## src/rtl/sc1a_pkg.sv

```systemverilog
// Package for the set-1 scancode to ASCII unit.
// Holds scancode constants, the two character layers and the shared structs.
// No dependencies.
package sc1a_pkg;

  localparam int unsigned LayerLen = 58;
  localparam int unsigned LayerIdxW = $clog2(LayerLen);

  localparam logic [6:0] CodeLastLow = 7'h46;
  localparam logic [6:0] CodeF11     = 7'h57;
  localparam logic [6:0] CodeF12     = 7'h58;
  localparam logic [6:0] CodeCaps    = 7'h3A;
  localparam logic [6:0] CodeLCtrl   = 7'h1D;
  localparam logic [6:0] CodeLShift  = 7'h2A;
  localparam logic [6:0] CodeRShift  = 7'h36;
  localparam logic [6:0] CodeLAlt    = 7'h38;
  localparam logic [6:0] AsciiEsc    = 7'd27;

  localparam logic [6:0] PlainLayer [0:LayerLen-1] = '{
    7'h00, AsciiEsc, 7'h31, 7'h32, 7'h33, 7'h34, 7'h35, 7'h36,
    7'h37, 7'h38, 7'h39, 7'h30, 7'h2D, 7'h3D, 7'h08, 7'h09,
    7'h71, 7'h77, 7'h65, 7'h72, 7'h74, 7'h79, 7'h75, 7'h69,
    7'h6F, 7'h70, 7'h5B, 7'h5D, 7'h0A, 7'h00,
    7'h61, 7'h73, 7'h64, 7'h66, 7'h67, 7'h68, 7'h6A, 7'h6B,
    7'h6C, 7'h3B, 7'h27, 7'h60, 7'h00, 7'h5C,
    7'h7A, 7'h78, 7'h63, 7'h76, 7'h62, 7'h6E, 7'h6D, 7'h2C,
    7'h2E, 7'h2F, 7'h00, 7'h2A, 7'h00, 7'h20
  };

  localparam logic [6:0] ShiftLayer [0:LayerLen-1] = '{
    7'h00, AsciiEsc, 7'h21, 7'h40, 7'h23, 7'h24, 7'h25, 7'h5E,
    7'h26, 7'h2A, 7'h28, 7'h29, 7'h5F, 7'h2B, 7'h08, 7'h09,
    7'h51, 7'h57, 7'h45, 7'h52, 7'h54, 7'h59, 7'h55, 7'h49,
    7'h4F, 7'h50, 7'h7B, 7'h7D, 7'h0A, 7'h00,
    7'h41, 7'h53, 7'h44, 7'h46, 7'h47, 7'h48, 7'h4A, 7'h4B,
    7'h4C, 7'h3A, 7'h22, 7'h7E, 7'h00, 7'h7C,
    7'h5A, 7'h58, 7'h43, 7'h56, 7'h42, 7'h4E, 7'h4D, 7'h3C,
    7'h3E, 7'h3F, 7'h00, 7'h2A, 7'h00, 7'h20
  };

  typedef struct packed {
    logic lshift;
    logic rshift;
    logic ctrl;
    logic alt;
    logic caps;
  } mods_t;

  typedef struct packed {
    logic [6:0] key_code;
    logic       released;
    logic       char_valid;
    logic [6:0] ascii_char;
    logic       shift_held;
    logic       ctrl_held;
    logic       alt_held;
    logic       caps_on;
  } result_t;

endpackage

```

## src/rtl/scancode_set1_to_ascii_unit.sv

```systemverilog
// AT keyboard set-1 scancode to keycode and ASCII translator, top level.
// Input register, translation logic (sc1a_xlate) and result register; uses sc1a_pkg.
//
// Takes one scancode byte per cycle while the result register is not stalled, and returns
// at most one result item per byte. An accepted byte is held in the input register,
// translated against the modifier state, and registered in the result register, which
// drives the outputs; throughput is one item per clock, limited only by the result
// register being taken. Reserved codes (including the E0/E1 prefixes) are dropped
// silently and leave the modifier state alone. Caps lock toggles on press and inverts
// the layer that shift selects, for every key.
module scancode_set1_to_ascii_unit (
  input  logic       clk,
  input  logic       rst,
  input  logic       in_valid,
  output logic       in_ready,
  input  logic [7:0] scan_code,
  output logic       out_valid,
  input  logic       out_ready,
  output logic [6:0] key_code,
  output logic       released,
  output logic       char_valid,
  output logic [6:0] ascii_char,
  output logic       shift_held,
  output logic       ctrl_held,
  output logic       alt_held,
  output logic       caps_on
);

  logic              s1_valid;
  logic [7:0]        s1_code;
  logic              s1_adv;
  sc1a_pkg::mods_t   mods;
  sc1a_pkg::mods_t   mods_next;
  logic              code_ok;
  sc1a_pkg::result_t res_next;
  sc1a_pkg::result_t res;

  sc1a_xlate u_xlate (
    .scan_code (s1_code),
    .mods      (mods),
    .code_ok   (code_ok),
    .mods_next (mods_next),
    .result    (res_next)
  );

  assign s1_adv   = ~out_valid | out_ready;
  assign in_ready = ~s1_valid | s1_adv;

  always_ff @(posedge clk) begin
    if (rst) begin
      s1_valid <= 1'b0;
    end else if (in_ready) begin
      s1_valid <= in_valid;
    end
  end

  always_ff @(posedge clk) begin
    if (in_valid && in_ready) begin
      s1_code <= scan_code;
    end
  end

  always_ff @(posedge clk) begin
    if (rst) begin
      mods <= '0;
    end else if (s1_valid && s1_adv && code_ok) begin
      mods <= mods_next;
    end
  end

  // reserved codes advance out of the input register without a result
  always_ff @(posedge clk) begin
    if (rst) begin
      out_valid <= 1'b0;
    end else if (s1_adv) begin
      out_valid <= s1_valid & code_ok;
    end
  end

  always_ff @(posedge clk) begin
    if (s1_adv && s1_valid && code_ok) begin
      res <= res_next;
    end
  end

  assign key_code   = res.key_code;
  assign released   = res.released;
  assign char_valid = res.char_valid;
  assign ascii_char = res.ascii_char;
  assign shift_held = res.shift_held;
  assign ctrl_held  = res.ctrl_held;
  assign alt_held   = res.alt_held;
  assign caps_on    = res.caps_on;

endmodule

```

## src/rtl/sc1a_xlate.sv

```systemverilog
// Combinational translation of one set-1 scancode byte.
// Updates the modifier state and forms the result item; uses sc1a_pkg.
module sc1a_xlate (
  input  logic [7:0]       scan_code,
  input  sc1a_pkg::mods_t  mods,
  output logic             code_ok,
  output sc1a_pkg::mods_t  mods_next,
  output sc1a_pkg::result_t result
);

  logic [6:0] make;
  logic       rel;
  logic       shift;
  logic       layer;
  logic       has_char;
  logic [sc1a_pkg::LayerIdxW-1:0] idx;
  logic [6:0] ch;

  assign make = scan_code[6:0];
  assign rel  = scan_code[7];
  assign idx  = make[sc1a_pkg::LayerIdxW-1:0];

  assign code_ok = ((make != 7'd0) && (make <= sc1a_pkg::CodeLastLow))
                   || (make == sc1a_pkg::CodeF11) || (make == sc1a_pkg::CodeF12);

  always_comb begin
    mods_next = mods;
    unique case (make)
      sc1a_pkg::CodeLShift: mods_next.lshift = ~rel;
      sc1a_pkg::CodeRShift: mods_next.rshift = ~rel;
      sc1a_pkg::CodeLCtrl:  mods_next.ctrl   = ~rel;
      sc1a_pkg::CodeLAlt:   mods_next.alt    = ~rel;
      // toggle on press only
      sc1a_pkg::CodeCaps:   mods_next.caps   = mods.caps ^ ~rel;
      default:              mods_next = mods;
    endcase
  end

  assign shift    = mods_next.lshift | mods_next.rshift;
  assign layer    = shift ^ mods_next.caps;
  assign has_char = ~rel && (make < 7'(sc1a_pkg::LayerLen));

  always_comb begin
    ch = 7'd0;
    if (has_char) begin
      ch = layer ? sc1a_pkg::ShiftLayer[idx] : sc1a_pkg::PlainLayer[idx];
    end
  end

  always_comb begin
    result.key_code   = make;
    result.released   = rel;
    result.char_valid = (ch != 7'd0);
    result.ascii_char = ch;
    result.shift_held = shift;
    result.ctrl_held  = mods_next.ctrl;
    result.alt_held   = mods_next.alt;
    result.caps_on    = mods_next.caps;
  end

endmodule
```

## config.mk

```make
export PLATFORM = sky130hd
export DESIGN_NAME = scancode_set1_to_ascii_unit
export DESIGN_NICKNAME = d
export VERILOG_FILES = /design/src/rtl/sc1a_pkg.sv /design/src/rtl/scancode_set1_to_ascii_unit.sv /design/src/rtl/sc1a_xlate.sv
export SDC_FILE = /design/constraint.sdc
export NUM_CORES = 1
export LEC_CHECK = 0
export BUFFER_PORTS_ARGS = -buffer_cell sky130_fd_sc_hd__buf_2
export CELL_PAD_IN_SITES_DETAIL_PLACEMENT = 1
export CELL_PAD_IN_SITES_GLOBAL_PLACEMENT = 1
export CORE_UTILIZATION = 48
export DETAILED_ROUTE_END_ITERATION = 12
export PLACE_DENSITY = 0.95
export SLEW_MARGIN = 15
export SYNTH_ARGS = -nofsm -noshare
export SYNTH_HDL_FRONTEND = slang
export SYNTH_SLANG_ARGS = --single-unit
```

## constraint.sdc

```tcl
create_clock -name clk -period 8.2 [get_ports clk]
set_input_delay 2.05 -clock clk [delete_from_list [all_inputs] [get_ports clk]]
set_output_delay 2.05 -clock clk [all_outputs]
set_load 0.05 [all_outputs]
```

==> impl_metrics.tcl, run 1 <==
set metrics [dict create \
    cp_top_family "buffers and inverters" \
    grt.met3_usage 0.0648 \
    dieArea_sq_mm 0.00576 \
    arrival_ns 2.60 \
    multi_input_area_sq_mm 0.00150 \
    fill_cells 617 \
    synth_ff_type "edfxtp_1" \
    timing.hold.ws_ns 0.475 \
    via_per_inst 6.35 \
    cp_common_cell "buf_2" \
    met1_usage 0.396 \
    synth_area_sq_mm 0.00262 \
    cts.repair.resized 0 \
    clock_sinks 35 \
    postCtsSetupBuffers 0 \
    cp_slowest_cell "buf_2" \
    area_delta_synth_final_pct 10.2 \
    busiest_layer "met2" \
    yosysTopAreaCell "edfxtp_1" \
    cp.buffers_inverters 2 \
    initial_utilization 0.506 \
    criticalPathCategory "primary input to output pin" \
    path_cells "buf_2, nor2b_1, nand2_1, buf_2" \
    wl_per_cell_um 19.8 \
    grt_pass1_wl_um 11800 \
    n_antenna_cell 0 \
    setup-tns-final_ns 0 \
    r2r_slack_ns 4.10 \
    synth_top_area_share 0.321 \
    max-slew-margin-rel 0.293 \
    tightestPinTransition_ns 1.05 \
    leakagePower_uw 0.00111 \
    yosysUniqueCellTypes 58 \
    io_pins 34 \
    setup_slack_ns 3.55 \
    grt_use_total 0.284 \
    period_minus_slack_ns 4.65 \
    hpwl_um 5300 \
    synth.most_common_cell "edfxtp_1" \
    clk_path_buf_depth 2 \
    die_h_um 75.9 \
    ys_seq_area_frac 0.375 \
    cpPeakStageDelay_ns 0.21 \
    path_max_fanout 2 \
    cts_tree "yes" \
    crit_path_end_kind "output pin" \
    cap_viol_max_count 0 \
    layout.nets 334 \
    skew_ns 0.0134 \
    dpl_worst_slack_ns 3.56 \
    synth_common_cells "28 x edfxtp_1, 25 x a21oi_1, 24 x o21ai_0" \
    setup_violations 0 \
    use_met2 0.429 \
    drive_above_1_share 0.180 \
    cp.required_ns 6.15 \
    clk-insertion-delay-late_ns 0.30 \
    maxSlewViolCount 0 \
    status "finished clean" \
    synthesis.nets 312 \
    yosys-top-cells-area "edfxtp_1 32%, ha_1 5.7%, dfxtp_1 5.4%" \
    drc 0 \
    synth.avg_cell_area_sq_um 9.09 \
    clk_pin_slew_ns 0.07 \
    grt_max_degree 53 \
    routed_wl_um 7560 \
    ys_warn_count 0 \
    min_path_type "flip-flop to flip-flop" \
    synthArstFlopShare 0 \
    antenna_left 0 \
    powerDensity_mw_per_mm2 149 \
    core_area_sq_mm 0.00517 \
    vias 2419 \
    io_buffers 33 \
    ctsHoldBuffers 0 \
    grt_setup_unrepaired "no" \
    grt-ovfl-total 0 \
    rows 26 \
    die_w_um 75.9 \
    fmax_mhz 215 \
    cts_buffers 5 \
    drtIter0Drc 209 \
    syn_inst 288 \
    antenna_found_initial 0 \
    synth_edf_count 28 \
    cts-root-buf "clkbuf_8" \
    finalHoldViolCount 0 \
    crit_path_start_kind "primary input" \
    fin_crit_sh 0.567 \
    regArea_sq_um 981 \
    power_uw 429 \
    grt_pass1_vias 2289 \
    ir_worst_vdd_mv 0.121 \
    ys_seq_elements 35 \
    htree_levels 2 \
    gp_congestion 0.926 \
    first_pass_iters 4 \
]
state kept, by name (all words and copies together) (netlist names):
signal      flops
s1_code         8
ascii_char      7
key_code        7
mods            5
alt_held        1
caps_on         1
char_valid      1
ctrl_held       1
out_valid       1
released        1
s1_valid        1
shift_held      1
layer usage:
metal / routed length [um] / part of all wire / vias up
li1: - / - / 1119
met1: 3160 / 0.42 / 1166
met2: 3620 / 0.48 / 115
met3: 621 / 0.082 / 19
met4: 150 / 0.020 / 0
met5: 0 / 0 / -
per-stage QoR:
| step | util | std cells | instance area, sq um |
|---|---|---|---|
| after floorplan | - | 288 | 2620 |
| after global placement | 0.542 | 373 | 2800 |
| after detailed placement | 0.542 | 373 | 2800 |
| after CTS | 0.558 | 381 | 2890 |
| after global routing | 0.558 | 381 | 2890 |
| final | 0.558 | 381 | 2890 |
area by class of cell:
class | count | area share
multi-input combinational | 221 | 0.521
sequential | 35 | 0.340
timing repair buffer | 37 | 0.0676
tap | 70 | 0.0304
clock buffer | 7 | 0.0265
inverter | 10 | 0.0130
clock inverter | 1 | 0.00173
cell usage in the layout (no fill, tap or decap), types with 7 or more instances in the layout:
master	n
buf_2	33
and2_1	8
o21ai_0	24
nand3_1	7
edfxtp_1	28
a21oi_1	25
mux2i_1	9
nor2b_1	11
nand2_1	17
a211oi_1	8
ha_1	12
nor2_1	22
dfxtp_1	7
inv_1	10
report_power, final:
| group | switching, uW | leakage [uW] | internal [uW] |
|---|---|---|---|
| combinational | 67.6 | 0.000750 | 33.8 |
| clock | 60.7 | 0.0000422 | 59.5 |
| sequential | 7.28 | 0.000323 | 200 |
| total | 136 | 0.00111 | 293 |
logic make-up after synthesis:
kind of cell,after synthesis,share of synthesized area
buffers and inverters,32,0.0516
AOI/OAI and AO/OA,98,0.243
muxes,14,0.0659
xor gates and xnor gates,3,0.0100
adders and majority gates,12,0.0573
DFF,35,0.375
and+or+nand+nor,94,0.198
worst paths after layout:
path,startpoint,end,cells after the start
max,out_ready,in_ready,4
min,mods[2]$_SDFFE_PP0P_,mods[2]$_SDFFE_PP0P_,2
max reg2reg,s1_code[1]$_DFFE_PP_,char_valid$_DFFE_PP_,8
min reg2reg,mods[2]$_SDFFE_PP0P_,mods[2]$_SDFFE_PP0P_,2
worst min-delay path, delay by kind of cell, from the launching register on:
family	cells	cell delay, ns
compound gates	1	0.05
simple gates	1	0.06
flops	1	0.32
No activity file was read; power rests on OpenSTA's default activity.
==> run 2: changes to the inputs <==
CORE_UTILIZATION = 40   (was 48)
PLACE_DENSITY = 0.87   (was 0.95)
clock period = 4.25 ns   (was 8.2 ns; I/O delays follow)
==> run 2 against run 1 <==
  * Routed wire length is 5.8% higher
  * Sequential share of layout area decreased by 0.86 points
  * First-iteration DRC count grew 28%
  * Combinational power up 100%
  * Hold slack about the same
  * Global-route usage down 4.8 points
  * Critical path depth grew 5
  * Core utilization is 9.2 points lower
  * Largest power group unchanged
  * Die area is 19% higher
  * Total power up 100%
  * Worst setup slack lost 3.0 ns
==> impl_metrics.tcl, run 2 (synthesized netlist as in run 1, its figures left out) <==
set metrics [dict create \
    n_antenna_cell 0 \
    leakagePower_uw 0.00116 \
    busiest_layer "met2" \
    path_max_fanout 8 \
    crit_path_end_kind "flip-flop" \
    rows 29 \
    grt.met3_usage 0.0288 \
    fin_crit_sh 0.868 \
    grt_setup_unrepaired "no" \
    htree_levels 2 \
    cts_tree "yes" \
    clk_path_buf_depth 2 \
    hpwl_um 5890 \
    gp_congestion 0.961 \
    period_minus_slack_ns 3.69 \
    die_w_um 82.9 \
    area_delta_synth_final_pct 13.0 \
    clk-insertion-delay-late_ns 0.29 \
    final_common_cell "buf_2" \
    cp.required_ns 4.28 \
    setup-tns-final_ns 0 \
    die_h_um 82.9 \
    dieArea_sq_mm 0.00687 \
    largest-register "s1_code" \
    wl_per_cell_um 20.3 \
    status "finished clean" \
    met1_usage 0.320 \
    grt_pass1_vias 2495 \
    powerDensity_mw_per_mm2 296 \
    fmax_mhz 271 \
    via_per_inst 6.15 \
    grt_pass1_wl_um 13000 \
    r2r_slack_ns 0.56 \
    maxSlewViolCount 0 \
    fill_cells 756 \
    drtIter0Drc 267 \
    tightestPinTransition_ns 0.569 \
    criticalPathCategory "flip-flop to flip-flop" \
    grt-ovfl-total 0 \
    cts-root-buf "clkbuf_8" \
    io_pins 34 \
    largest_reg_flops 8 \
    drive_above_1_share 0.202 \
    layout.nets 340 \
    post-place-cells 386 \
    cts_buffers 5 \
    postCtsSetupBuffers 0 \
    use_met2 0.402 \
    io_buffers 33 \
    cts.repair.resized 0 \
    arrival_ns 3.72 \
    skew_ns 0.00967 \
    grt_use_total 0.236 \
    reg2reg_from "s1_code[0]$_DFFE_PP_" \
    crit_path_start_kind "flip-flop" \
    first_pass_iters 4 \
    clock_sinks 35 \
    max-slew-margin-rel 0.615 \
    r2r_end "char_valid$_DFFE_PP_" \
    hold_end "mods[1]$_SDFFE_PP0P_" \
    cap_viol_max_count 0 \
    initial_utilization 0.412 \
    antenna_found_initial 0 \
    hp-start "mods[1]$_SDFFE_PP0P_" \
    antenna_left 0 \
    clk_pin_slew_ns 0.08 \
    layout_common_cells "33 x buf_2, 28 x edfxtp_1, 25 x a21oi_1, 24 x o21ai_0, 22 x nor2_1" \
    vias 2422 \
    finalHoldViolCount 0 \
    final_cells 394 \
    ir_worst_vdd_mv 0.230 \
    hold_path_depth 2 \
    routed_wl_um 7990 \
    min_path_type "flip-flop to flip-flop" \
    core_area_sq_mm 0.00635 \
    drc 0 \
    ctsHoldBuffers 0 \
    reg2reg_depth 9 \
    setup_violations 0 \
    grt_max_degree 52 \
]
-- run 2: per-layer routing --
metal  vias to the layer above  share of wire  routed length, um
li1                       1131              -                  -
met1                      1193           0.45               3590
met2                        88           0.48               3850
met3                        10          0.057                454
met4                         0          0.013                103
met5                         -              0                  0
-- run 2: cell type report --
class | instances | area (sq um) | area share
Inverter | 10 | 37.5 | 0.0127
Clock buffer | 7 | 96.3 | 0.0325
Clock inverter | 1 | 6.26 | 0.00211
Tap cell | 77 | 96.3 | 0.0325
Timing Repair Buffer | 43 | 240 | 0.0811
Sequential cell | 35 | 981 | 0.331
Multi-Input combinational cell | 221 | 1500 | 0.508
-- run 2: power breakdown --
group | internal (uW) | leakage [uW] | switching, uW
combinational | 68.9 | 0.000779 | 138
clock | 148 | 0.0000548 | 128
sequential | 385 | 0.000323 | 9.45
total | 602 | 0.00116 | 275
-- run 2: worst max path at each step --
stage	from	to	slack, ns	cells past startpoint
after global routing	s1_code[0]$_DFFE_PP_	char_valid$_DFFE_PP_	0.38	9
after global placement	s1_code[0]$_DFFE_PP_	char_valid$_DFFE_PP_	0.75	9
after CTS	s1_code[0]$_DFFE_PP_	char_valid$_DFFE_PP_	0.58	9
after detailed placement	s1_code[0]$_DFFE_PP_	char_valid$_DFFE_PP_	0.61	9
final	s1_code[0]$_DFFE_PP_	char_valid$_DFFE_PP_	0.56	9
after floorplan	s1_code[0]$_DFFE_PP_	char_valid$_DFFE_PP_	0.46	12
-- run 2: worst max-delay path, stage by stage (launching register included) --
cell and delay, ns:
edfxtp_1 0.40, inv_1 0.17, ha_1 0.32, nand2b_1 0.23
or4_4 0.47, a2111o_1 0.44, and2_1 0.27, mux2_4 0.34
a2111o_1 0.41, or4_1 0.39
-- run 2: stage by stage --
step	power [uW]	util	worst slack [ns]	hold slack, ns	instance area, sq um
6_report	878	0.466	0.561	0.475	2960
5_1_grt	912	0.466	0.377	0.498	2960
4_1_cts	878	0.466	0.577	0.480	2960
3_5_place_dp	606	0.450	0.611	0.458	2860
3_3_place_gp	600	0.450	0.754	0.444	2860
2_1_floorplan	547	-	0.465	0.421	2620
==> run 3: changes to the inputs <==
--- a/config.mk
+++ b/config.mk
@@ -10,2 +10,3 @@
 export CELL_PAD_IN_SITES_GLOBAL_PLACEMENT = 1
+export CORE_ASPECT_RATIO = 1.4
 export CORE_UTILIZATION = 40
==> constraint.sdc (replaced) <==
create_clock -name clk -period 4.25 [get_ports clk]
set_input_delay 0.85 -clock clk [delete_from_list [all_inputs] [get_ports clk]]
set_output_delay 0.85 -clock clk [all_outputs]
set_load 0.05 [all_outputs]
==> run 3 against run 2 <==
  * Global-route usage is 0.29 points lower
  * Combinational power hardly changed
  * Critical endpoint unchanged
  * Routed wire length is 2.3% lower
  * Core utilization is 0.98 points higher
  * Sequential power hardly changed
  * Non-clock buffer count is 1 lower
  * Final cell count is 1.5% lower
  * Count of clock-buffer cells in the layout is 1 lower
  * Via count stayed put
  * Critical path depth stayed put
  * Critical path type unchanged
  * First-iteration DRC count is 55% lower
  * Clock skew hardly changed
==> impl_metrics.tcl, run 3 (synthesized netlist as in run 1, its figures left out) <==
set metrics [dict create \
    status "finished clean" \
    arrival_ns 3.66 \
    fill_cells 758 \
    largest_reg_flops 8 \
    grt_use_total 0.233 \
    grt_setup_unrepaired "no" \
    clk_pin_slew_ns 0.07 \
    path_max_fanout 8 \
    die_w_um 70.4 \
    vias 2422 \
    clk_path_buf_depth 2 \
    period_minus_slack_ns 3.63 \
    rows 34 \
    setup-tns-final_ns 0 \
    regArea_sq_um 981 \
    wl_per_cell_um 20.1 \
    grt_pass1_wl_um 12500 \
    cts_buffers 5 \
    via_per_inst 6.24 \
    dieArea_sq_mm 0.00688 \
    leakagePower_uw 0.00116 \
    finalHoldViolCount 0 \
    largest-register "s1_code" \
    cts_tree "yes" \
    timing.hold.ws_ns 0.462 \
    fin_crit_sh 0.855 \
    first_pass_iters 4 \
    drive_above_1_share 0.196 \
    grt_max_degree 53 \
    cp.required_ns 4.27 \
    layout_common_cells "33 x buf_2, 28 x edfxtp_1, 25 x a21oi_1, 24 x o21ai_0, 22 x nor2_1" \
    antenna_found_initial 0 \
    clk-insertion-delay-late_ns 0.29 \
    area_delta_synth_final_pct 13.7 \
    cts-root-buf "clkbuf_8" \
    skew_ns 0.00957 \
    max-slew-margin-rel 0.644 \
    initial_utilization 0.419 \
    setup_violations 0 \
    drtIter0Drc 120 \
    power_uw 953 \
    cts.repair.resized 0 \
    gp_congestion 0.975 \
    criticalPathCategory "flip-flop to flip-flop" \
    multi_input_area_sq_mm 0.00150 \
    n_antenna_cell 0 \
    min_path_type "flip-flop to flip-flop" \
    fmax_mhz 275 \
    final_common_cell "buf_2" \
    routed_wl_um 7810 \
    post-place-cells 380 \
    io_pins 34 \
    crit_path_end_kind "flip-flop" \
    drc 0 \
    hpwl_um 5810 \
    postCtsSetupBuffers 0 \
    ctsHoldBuffers 0 \
    maxSlewViolCount 0 \
    powerDensity_mw_per_mm2 320 \
    final_cells 388 \
    grt_pass1_vias 2435 \
    cap_viol_max_count 0 \
    layout.nets 339 \
    htree_levels 2 \
    postLayoutCoreUtil 0.476 \
    core_area_sq_mm 0.00625 \
    ir_worst_vdd_mv 0.235 \
    crit_path_start_kind "flip-flop" \
    antenna_left 0 \
    io_buffers 33 \
    die_h_um 97.7 \
    clock_sinks 35 \
    tightestPinTransition_ns 0.533 \
    grt-ovfl-total 0 \
]
run 3: cell types whose count changed in the layout (fill, tap and decap cells not counted):
cell       delta
inv_4         -1
bufinv_16     +2
buf_4         -1
clkbuf_1      +1
clkbuf_8      -2
run 3: per-layer routing:
metal	up-vias	share of wire	GRT usage
li1	1124	-	-
met1	1174	0.40	0.270
met2	92	0.50	0.392
met3	32	0.048	0.0413
met4	0	0.056	0.146
met5	-	0	0
run 3: power breakdown:
part           total (uW)  internal [uW]  leakage [uW]  switching (uW)
combinational         206           68.2      0.000774             138
clock                 352            234     0.0000654             117
sequential            394            385      0.000323            8.96
total                 953            688       0.00116             265
run 3: final cells by class:
cell class | instances | share of cell area
Inverter | 10 | 0.0126
Clock buffer | 6 | 0.0244
Timing Repair Buffer | 42 | 0.0782
Multi-Input combinational cell | 221 | 0.505
Sequential cell | 35 | 0.330
Clock inverter | 2 | 0.0202
Tap cell | 72 | 0.0303
run 3: path summary, 6_finish.rpt:
kind                        startpoint                    to  slack [ns]  depth (start not counted)
setup reg to reg  s1_code[0]$_DFFE_PP_  char_valid$_DFFE_PP_        0.62                          9
hold / removal    mods[1]$_SDFFE_PP0P_  mods[1]$_SDFFE_PP0P_        0.46                          2
setup / recovery  s1_code[0]$_DFFE_PP_  char_valid$_DFFE_PP_        0.62                          9
hold reg to reg   mods[1]$_SDFFE_PP0P_  mods[1]$_SDFFE_PP0P_        0.46                          2
run 3: worst max-delay path, cell delays in order, from the launching register on:
cell      delay [ns]
edfxtp_1        0.39
inv_1           0.17
ha_1            0.29
nand2b_1        0.21
or4_4           0.47
a2111o_1        0.44
and2_1          0.26
mux2_4          0.34
a2111o_1        0.40
or4_1           0.39
run 3: stage by stage:
step,worst slack (ns),instance area (sq um)
floorplan,0.465,2620
global placement,0.775,2840
detailed placement,0.673,2840
CTS,0.643,2980
global route,0.411,2980
finish,0.617,2980
